--- src/hdl/sorted_min_priority_queue_macros.svh ---
// ---------------------------------------------------------------------------
// Assertion macros
// Concurrent assertion wrappers clocked on clk and disabled during rst.
// ---------------------------------------------------------------------------
`ifndef SORTED_MIN_PRIORITY_QUEUE_MACROS_SVH
`define SORTED_MIN_PRIORITY_QUEUE_MACROS_SVH

`ifndef SYNTHESIS
`define SMPQ_ASSERT_NOW(label, cond, prop) \
  label: assert property (@(posedge clk) disable iff (rst) (cond) |-> (prop)) \
    else $error("assertion failed");
`define SMPQ_ASSERT_NEXT(label, cond, prop) \
  label: assert property (@(posedge clk) disable iff (rst) (cond) |=> (prop)) \
    else $error("assertion failed");
`else
`define SMPQ_ASSERT_NOW(label, cond, prop)
`define SMPQ_ASSERT_NEXT(label, cond, prop)
`endif

`endif

--- src/hdl/smpq_pkg.sv ---
// ---------------------------------------------------------------------------
// Sorted minimum priority queue package
// Shared widths, defaults, codes and the cell control type.
// ---------------------------------------------------------------------------
package smpq_pkg;

  localparam int CAPACITY_DEF  = 16;
  localparam int KEY_WIDTH_DEF = 32;
  localparam int KEY_IN_W      = 32;
  localparam int TOP_W         = 32;
  localparam int COUNT_W       = 5;
  localparam int ERR_W         = 2;

  typedef enum logic {
    CMD_PUSH = 1'b0,
    CMD_POP  = 1'b1
  } cmd_t;

  typedef enum logic [ERR_W-1:0] {
    ERR_OK    = 2'd0,
    ERR_FULL  = 2'd1,
    ERR_EMPTY = 2'd2
  } err_t;

  typedef struct packed {
    logic push;
    logic pop;
  } smpq_ctl_t;

endpackage

--- src/hdl/smpq_in_if.sv ---
// ---------------------------------------------------------------------------
// Request channel
// Carries one push or pop item with a valid/ready handshake.
// ---------------------------------------------------------------------------
interface smpq_in_if import smpq_pkg::*; ();
  logic                valid;
  logic                ready;
  logic                cmd;
  logic [KEY_IN_W-1:0] key;

  modport source (output valid, output cmd, output key, input ready);
  modport sink (input valid, input cmd, input key, output ready);
endinterface

--- src/hdl/smpq_out_if.sv ---
// ---------------------------------------------------------------------------
// Response channel
// Carries the queue status item produced for every request.
// ---------------------------------------------------------------------------
interface smpq_out_if import smpq_pkg::*; ();
  logic               valid;
  logic               ready;
  logic [TOP_W-1:0]   top_key;
  logic [COUNT_W-1:0] count;
  logic               is_empty;
  logic [ERR_W-1:0]   error;

  modport source (output valid, output top_key, output count, output is_empty,
                  output error, input ready);
  modport sink (input valid, input top_key, input count, input is_empty,
                input error, output ready);
endinterface

--- src/hdl/sorted_min_priority_queue.sv ---
// ---------------------------------------------------------------------------
// Sorted minimum priority queue
// Keys sit in ascending order along a row of cells; a push inserts ahead of
// equal keys and a pop shifts the row toward the head.
//
//   Channel  Direction  Payload
//   req      sink       cmd, key
//   rsp      source     top_key, count, is_empty, error
//
// One item is taken per cycle unless a response stalls; every cell compares and shifts
// in the same cycle, so the rate is set by the single compare-and-shift step of a cell.
// The response item appears in the cycle after its request is accepted.
// A stalled response holds req.ready low until it is taken.
// Reset clears the count, the error code and the response valid; cell keys need no reset.
// ---------------------------------------------------------------------------
module sorted_min_priority_queue import smpq_pkg::*; #(
  parameter int CAPACITY  = CAPACITY_DEF,
  parameter int KEY_WIDTH = KEY_WIDTH_DEF
) (
  input logic        clk,
  input logic        rst,
  smpq_in_if.sink    req,
  smpq_out_if.source rsp
);

`include "sorted_min_priority_queue_macros.svh"

  localparam int CNT_W = $clog2(CAPACITY + 1);
  localparam logic [CNT_W-1:0] CAP_CNT = CNT_W'(CAPACITY);

  logic [CNT_W-1:0]     count;
  logic [CNT_W-1:0]     count_next;
  err_t                 err;
  err_t                 err_next;
  logic                 rsp_valid;
  logic                 accept;
  logic                 full;
  logic                 empty;
  smpq_ctl_t            ctl;
  logic [63:0]          push_ext;
  logic [KEY_WIDTH-1:0] push_key;
  logic [63:0]          top_ext;
  logic [KEY_WIDTH-1:0] keys [CAPACITY];
  logic                 lts  [CAPACITY];

  assign req.ready = !rsp_valid || rsp.ready;
  assign accept    = req.valid && req.ready;
  assign full      = (count == CAP_CNT);
  assign empty     = (count == '0);
  assign push_ext  = 64'(req.key);
  assign push_key  = push_ext[KEY_WIDTH-1:0];

  always_comb begin
    ctl        = '0;
    count_next = count;
    err_next   = err;
    if (accept) begin
      err_next = ERR_OK;
      if (req.cmd == CMD_PUSH) begin
        if (full) begin
          err_next = ERR_FULL;
        end else begin
          ctl.push   = 1'b1;
          count_next = count + 1'b1;
        end
      end else begin
        if (empty) begin
          err_next = ERR_EMPTY;
        end else begin
          ctl.pop    = 1'b1;
          count_next = count - 1'b1;
        end
      end
    end
  end

  for (genvar i = 0; i < CAPACITY; i++) begin : g_cell
    localparam logic [CNT_W-1:0] IDX = CNT_W'(i);
    logic [KEY_WIDTH-1:0] prev_key;
    logic                 prev_lt;
    logic [KEY_WIDTH-1:0] next_key;

    if (i == 0) begin : g_head
      assign prev_key = push_key;
      assign prev_lt  = 1'b1;
    end else begin : g_body
      assign prev_key = keys[i-1];
      assign prev_lt  = lts[i-1];
    end

    if (i == CAPACITY - 1) begin : g_tail
      assign next_key = keys[i];
    end else begin : g_link
      assign next_key = keys[i+1];
    end

    smpq_cell #(
      .KEY_WIDTH(KEY_WIDTH)
    ) u_cell (
      .clk     (clk),
      .ctl     (ctl),
      .push_key(push_key),
      .prev_key(prev_key),
      .prev_lt (prev_lt),
      .next_key(next_key),
      .occupied(IDX < count),
      .key     (keys[i]),
      .lt      (lts[i])
    );
  end

  always_ff @(posedge clk) begin
    if (rst) begin
      count     <= '0;
      err       <= ERR_OK;
      rsp_valid <= 1'b0;
    end else begin
      count <= count_next;
      err   <= err_next;
      if (accept) begin
        rsp_valid <= 1'b1;
      end else if (rsp.ready) begin
        rsp_valid <= 1'b0;
      end
    end
  end

  assign top_ext      = 64'(keys[0]);
  assign rsp.valid    = rsp_valid;
  assign rsp.top_key  = empty ? '0 : top_ext[TOP_W-1:0];
  assign rsp.count    = COUNT_W'(count);
  assign rsp.is_empty = empty;
  assign rsp.error    = err;

  `SMPQ_ASSERT_NOW(a_count_bound, 1'b1, count <= CAP_CNT)
  `SMPQ_ASSERT_NOW(a_stall_blocks, rsp_valid && !rsp.ready, !req.ready)
  `SMPQ_ASSERT_NEXT(a_push_grows, ctl.push, count == $past(count) + 1'b1)
  `SMPQ_ASSERT_NEXT(a_full_drop, accept && req.cmd == CMD_PUSH && full, err == ERR_FULL && $stable(count))
  if (CAPACITY > 1) begin : g_order_check
    `SMPQ_ASSERT_NOW(a_head_order, count >= CNT_W'(2), keys[0] <= keys[1])
  end

endmodule

--- src/hdl/smpq_cell.sv ---
// ---------------------------------------------------------------------------
// Queue cell
// Holds one key, compares it with the pushed key and shifts with neighbors.
// ---------------------------------------------------------------------------
module smpq_cell import smpq_pkg::*; #(
  parameter int KEY_WIDTH = KEY_WIDTH_DEF
) (
  input  logic                 clk,
  input  smpq_ctl_t            ctl,
  input  logic [KEY_WIDTH-1:0] push_key,
  input  logic [KEY_WIDTH-1:0] prev_key,
  input  logic                 prev_lt,
  input  logic [KEY_WIDTH-1:0] next_key,
  input  logic                 occupied,
  output logic [KEY_WIDTH-1:0] key,
  output logic                 lt
);

  logic [KEY_WIDTH-1:0] key_next;

  assign lt = occupied && (key < push_key);

  always_comb begin
    key_next = key;
    if (ctl.push) begin
      if (!lt) begin
        key_next = prev_lt ? push_key : prev_key;
      end
    end else if (ctl.pop) begin
      key_next = next_key;
    end
  end

  always_ff @(posedge clk) begin
    key <= key_next;
  end

endmodule
--- src/flat_wrapper.sv ---
// flat-port wrapper written by rule: the top's interface ports become plain ports
module sorted_min_priority_queue_flat import smpq_pkg::*;
#(
  parameter int CAPACITY  = CAPACITY_DEF,
  parameter int KEY_WIDTH = KEY_WIDTH_DEF
)
  (clk, rst, req_valid, req_cmd, req_key, req_ready, rsp_valid, rsp_top_key, rsp_count, rsp_is_empty, rsp_error, rsp_ready);
  smpq_in_if req_i ();
  smpq_out_if rsp_i ();
  input logic clk;
  input logic rst;
  input wire logic [$bits(req_i.valid)-1:0] req_valid;
  input wire logic [$bits(req_i.cmd)-1:0] req_cmd;
  input wire logic [$bits(req_i.key)-1:0] req_key;
  output wire logic [$bits(req_i.ready)-1:0] req_ready;
  output wire logic [$bits(rsp_i.valid)-1:0] rsp_valid;
  output wire logic [$bits(rsp_i.top_key)-1:0] rsp_top_key;
  output wire logic [$bits(rsp_i.count)-1:0] rsp_count;
  output wire logic [$bits(rsp_i.is_empty)-1:0] rsp_is_empty;
  output wire logic [$bits(rsp_i.error)-1:0] rsp_error;
  input wire logic [$bits(rsp_i.ready)-1:0] rsp_ready;
  assign req_i.valid = req_valid;
  assign req_i.cmd = req_cmd;
  assign req_i.key = req_key;
  assign req_ready = req_i.ready;
  assign rsp_valid = rsp_i.valid;
  assign rsp_top_key = rsp_i.top_key;
  assign rsp_count = rsp_i.count;
  assign rsp_is_empty = rsp_i.is_empty;
  assign rsp_error = rsp_i.error;
  assign rsp_i.ready = rsp_ready;
  sorted_min_priority_queue #(.CAPACITY(CAPACITY), .KEY_WIDTH(KEY_WIDTH)) u_core (.clk(clk), .rst(rst), .req(req_i), .rsp(rsp_i));
endmodule
--- config.mk ---
export PLATFORM = sky130hd
export DESIGN_NAME = sorted_min_priority_queue_flat
export DESIGN_NICKNAME = d
export VERILOG_FILES = /design/src/hdl/smpq_pkg.sv /design/src/hdl/smpq_in_if.sv /design/src/hdl/smpq_out_if.sv /design/src/hdl/sorted_min_priority_queue.sv /design/src/hdl/smpq_cell.sv /design/src/flat_wrapper.sv
export VERILOG_INCLUDE_DIRS = /design/src /design/src/hdl
export SDC_FILE = /design/constraint.sdc
export NUM_CORES = 2
export LEC_CHECK = 0
export BUFFER_PORTS_ARGS = -buffer_cell sky130_fd_sc_hd__buf_2
export CAP_MARGIN = 20
export CORE_MARGIN = 5
export CORE_UTILIZATION = 36
export DETAILED_ROUTE_END_ITERATION = 7
export PLACE_DENSITY_LB_ADDON = 0.2
export SYNTH_ARGS = -nofsm -noshare
export SYNTH_HDL_FRONTEND = slang
export SYNTH_SLANG_ARGS = --single-unit
--- constraint.sdc ---
create_clock -name clk -period 16.7 [get_ports clk]
set_clock_uncertainty 0.2 [all_clocks]
set_input_delay 0.835 -clock clk [delete_from_list [all_inputs] [get_ports clk]]
set_output_delay 0.835 -clock clk [all_outputs]
set_load 0.005 [all_outputs]
[Word level (Yosys, flattened, before mapping)]
Index checks and enable logic that the tools add are counted.
Word-level totals
  bits of input ports: 37
  register bits after elaboration: 520
  logic and storage cells: 185
Cells by class
  add/subtract/negate cells: 2
  bitwise operators: 1
  multiplexer cells: 74
  eq/ne operators: 18
  reduce and logical (&&, ||, !) cells: 39
  order comparisons: 32
Operators by type and width (count)
  $mux W32: 61
  $lt A32 B32 Y1: 16
  $lt A4 B5 Y1 const A: 8
  $ne A2 B2 Y1 const B: 17
  $reduce_and A2 Y1: 16
  $lt A3 B5 Y1 const A: 4
  $logic_and A1 B1 Y1: 17
  $mux W5: 3
  $lt A1 B5 Y1 const A: 2
  $lt A2 B5 Y1 const A: 2
  $mux W1: 7
  $mux W2: 3
  $add A5 B1 Y5 const B: 1
  $eq A5 B5 Y1 const B: 1
  $logic_not A5 Y1: 1
  $sub A5 B1 Y5 const B: 1
  $reduce_bool A2 Y1: 2
  $reduce_and A3 Y1: 1
  $logic_not A1 Y1: 1
  $logic_or A1 B1 Y1: 1
  $not A1 Y1: 1

[Depth between registers and ports, before layout]
  depth after elaboration: 6
  mapped depth: 12
  gate-level depth less buffers: 9

[By module]
Synthesis repeated with hierarchy kept, for this count alone.
Second synthesis, totals
  cells, all modules: 4133
  area, all modules: 39236.4 µm²
Modules (own cells, without submodules)
  smpq_cell: sequential area each 960.9 µm², times used 16, area each 2401.1 µm², cells an instance 251
  sorted_min_priority_queue: sequential area each 160.2 µm², times used 1, area each 819.5 µm², cells an instance 117

[Least setup slack after synthesis]
Ideal clock, no wire load.
  path type: input -> register
  from: input port req_key[10]
  to: register u_core.g_cell[5].u_cell.key[0], enable pin
  stages on the path: 9
  required time: 16.034 ns
  buffers on the path: 2
  setup slack: 10.646 ns
  library setup time: 0.466 ns
  data arrival time: 5.388 ns
  cells stage by stage: clkbuf_1 > inv_1 > ha_1 > and4_1 > or4bb_1 > o221ai_2 > a41oi_4 > buf_8 > o21ai_0
On the way
  word-level cells in the longest chain between the ends: 4
RTL lines
  start, declared: RTL line flat_wrapper.sv:14  | input wire logic [$bits(req_i.key)-1:0] req_key;
  $lt A32 B32 Y1: RTL line smpq_cell.sv:21  | assign lt = occupied && (key < push_key);
  $logic_and A1 B1 Y1: RTL line smpq_cell.sv:21
  $ne A2 B2 Y1 (no source line)
  $reduce_and A2 Y1 (no source line)
  end signal, assigned: RTL line smpq_cell.sv:35  | key <= key_next;
  end, declared: RTL line smpq_cell.sv:15  | output logic [KEY_WIDTH-1:0] key,
No other way between the ends.
A chain may end at the register's enable or synchronous reset.

[Final worst setup path]
  from: input port req_key[27]
  to: register u_core.g_cell[10].u_cell.key[31], enable pin
On the way
  word-level cells in the longest chain between the ends: 4
RTL lines (RTL line)
  $lt A32 B32 Y1: smpq_cell.sv:21
  $logic_and A1 B1 Y1: smpq_cell.sv:21
  $ne A2 B2 Y1 (no source line)
  $reduce_and A2 Y1 (no source line)
  end signal, assigned: smpq_cell.sv:35
  end, declared: smpq_cell.sv:15
No other way between the ends.

==> results_dict.tcl <==
set metrics [dict create \
    area_growth_pct 9.93 \
    die_x_um 332 \
    htreeDepth 2 \
    synth_cell_types 71 \
    grt_max_degree 153 \
    drtPass1Iterations 6 \
    place_hpwl_um 83000 \
    stdcell_area_mm2 0.0410 \
    drive_gt1_share_pct 8.22 \
    yosysWarnings 0 \
    drtIter0Drc 2243 \
    pwr-share-comb_pct 29.6 \
    min_period_over_period_pct 30.4 \
    synthAdderAreaFrac_pct 16.7 \
    yosys.area_share.simple_pct 11.0 \
    synth_edf_count 512 \
    fillers 10232 \
    crit_type "input port to flop" \
    totalWireLength_um 115000 \
    vdd_drop_max_uv 78.3 \
    reg2reg_from "u_core.rsp.count[0]" \
    tightestPinTransition_ns 1.27 \
    crit_start "req_key[27]" \
    whs_ns 0.238 \
    synth.net_count 4207 \
    cts_hold_buffers 0 \
    syn_area_per_cell_um2 10.2 \
    yosysTopAreaCellShare_pct 41.2 \
    met2_length_um 52500 \
    critPathRequiredTime_ns 16.79 \
    netSwitchingFraction_pct 34.9 \
    yosysMostFrequentCell "edfxtp_1" \
    arrival_ns 5.17 \
    numCtsBuffers 61 \
    finalHoldViolCount 0 \
    antenna_found_initial 3 \
    ys_async_sr_fraction_pct 0 \
    pwr-share-clk_pct 28.8 \
    setup.worst_path.end_class "flop" \
    worst_slack_ns 11.63 \
    syn_inst 3671 \
    highest_layer "met5" \
    rsz0062_at_grt "no" \
    p_seq_share_pct 41.5 \
    vias 28957 \
    p_int_mw 3.03 \
    yosysTopAreaCell "edfxtp_1" \
    finish.utilization_pct 39.7 \
    switching_power_mw 1.63 \
    setup_viol 0 \
    max_stage_delay_ns 1.10 \
    relSlewSlack_pct 14.3 \
    drt-wirelength-per-cell_um 22.6 \
    fp.dieH_um 332 \
    ys_seq_elements 520 \
    seq_area_mm2 0.0155 \
    grt_util_all_layers_pct 20.0 \
    fin_setup_tns_ns 0 \
    first_global_vias 29264 \
    cp_max_fo 33 \
    p_leak_nw 17.3 \
    place_ws_ns 11.08 \
    start_util_pct 36.1 \
    fmax_mhz 197 \
    cp-start-kind "input port" \
    row_count 118 \
    gr-total-overflow 0 \
    gp_congestion 0.847 \
    post_cts_resized 0 \
    vias_per_cell 5.70 \
    synth_mux_area_share_pct 10.4 \
    layout.cells.non_filler 5081 \
    p_per_area_mw_per_mm2 114 \
    crit_family "buffers and inverters" \
    dominantRegCellSynth "edfxtp_1" \
    multiInputGateArea_mm2 0.0206 \
    hp-class "input port to flop" \
    final_nets 4192 \
    ys_top_cells_by_area "edfxtp_1 41%, ha_1 17%, mux2i_1 9.5%, o21ai_0 4.4%, nand2_1 4.0%" \
    r2r-end "u_core.g_cell[13].u_cell.key[9]" \
    clock_latency_ns 0.66 \
    clk_pin_slew_ns 0.06 \
    cp-endpoint "u_core.g_cell[10].u_cell.key[31]" \
    io_pins 79 \
    placed_cell_area_mm2 0.0391 \
    r2r_slack_ns 12.06 \
    drv_cap 0 \
    reg2reg_depth 8 \
    die_area_mm2 0.110 \
    outcome "completed" \
    port_buffers 78 \
    clockBufferDepth 3 \
    core_area_mm2 0.103 \
    cts_tree "done" \
    yosys.area_share.xor_xnor_pct 0.117 \
    grt_first_pass_wirelength_um 176000 \
    slew_viol_final 0 \
    netlist_area_mm2 0.0373 \
    crit_slowest_cell "nor4_1" \
    cts.sinks 520 \
    cts_root_buffer "clkbuf_16" \
    seq_area_frac_synth_pct 41.7 \
    synth_compound_area_share_pct 16.6 \
    dp_cells 4973 \
    cp.depth 13 \
    drc 0 \
    synth_common_cells "512 x edfxtp_1, 499 x ha_1, 395 x nand2_1, 352 x mux2i_1, 324 x o21ai_0" \
    crit_chain "buf_2 -> inv_1 -> buf_4 -> ha_1 -> nand4_1 -> nor4_1 -> nand2_1 -> o211ai_1 -> a31o_2 -> buf_4 -> nand2_1 -> nand2_1 -> buf_4" \
    synth_top_family_by_area "adder cells" \
    cts_setup_buffers 0 \
    period_needed_ns 5.07 \
    dr_wl_met3_um 4850 \
    crit_buf_inv 5 \
    power.total_mw 4.65 \
    ant_nets 0 \
    m1WireLength_um 55400 \
]
## registers in the layout (all words and copies together), names as in the netlist
name / count
u_core.g_cell.u_cell.key: 512
u_core.rsp.count: 5
u_core.rsp.error: 2
u_core.rsp.valid: 1
## layout make-up
class                      count  share of cell area [%]
antenna                        1                 0.00611
clock buffer                  78                    3.98
clock inverter                29                   0.647
inverter                      52                   0.476
multi-input combinational   2867                    50.3
sequential                   520                    37.9
tap                         1380                    4.21
timing repair buffer         154                    2.45
## tightest hold or removal path, cell delays in order
cell     delay, ns
buf_2         0.11
inv_1         0.05
a21oi_1       0.05
## cells by family after synthesis
logic type,Yosys count
AOI/OAI and AO/OA,1062
and+or+nand+nor,917
muxes,384
DFF,520
xor gates and xnor gates,5
adders and majority gates,499
buffers and inverters,284
## power groups by stage
stage               combinational [mW]  clock [mW]  sequential [mW]
detailed placement                1.37           0             1.96
global placement                  1.35           0             1.96
finish                            1.38        1.34             1.93
global route                      1.55        1.42             1.95
floorplan                        0.986           0             1.87
CTS                               1.38        1.38             1.93
## worst min-delay path by stage
| stage | startpoint | to | slack [ns] | depth (start not counted) |
|---|---|---|---|---|
| global placement | u_core.rsp.error[1] | u_core.rsp.error[1] | 0.24 | 2 |
| finish | req_valid | u_core.rsp.valid | 0.24 | 3 |
| global route | req_valid | u_core.rsp.valid | 0.23 | 3 |
| floorplan | u_core.rsp.error[1] | u_core.rsp.error[1] | 0.25 | 2 |
| CTS | req_valid | u_core.rsp.valid | 0.19 | 3 |
| detailed placement | u_core.rsp.error[1] | u_core.rsp.error[1] | 0.25 | 2 |
## routing by layer
metal / up-vias / global-route usage [%]
met5: - / 0
met4: 4 / 3.92
met3: 124 / 2.40
met2: 628 / 32.6
met1: 14307 / 28.7
li1: 13894 / -
## placed cells by master, fill, tap and decap left out, drive strengths merged, types with 7 or more instances in the layout
master,count
a211o,7
a211oi,16
a21o,98
a21oi,290
a221o,8
a221oi,19
a31oi,99
and3,8
and4,11
buf,154
clkbuf,78
clkinv,20
dfxtp,8
edfxtp,512
ha,499
inv,53
mux2,32
mux2i,352
nand2,395
nand2b,20
nand3,81
nand4,73
nor2,235
nor2b,44
nor3,13
nor4,11
o211ai,10
o21a,15
o21ai,461
o221ai,7
or3,7
Power figures use the tool's default switching activity.
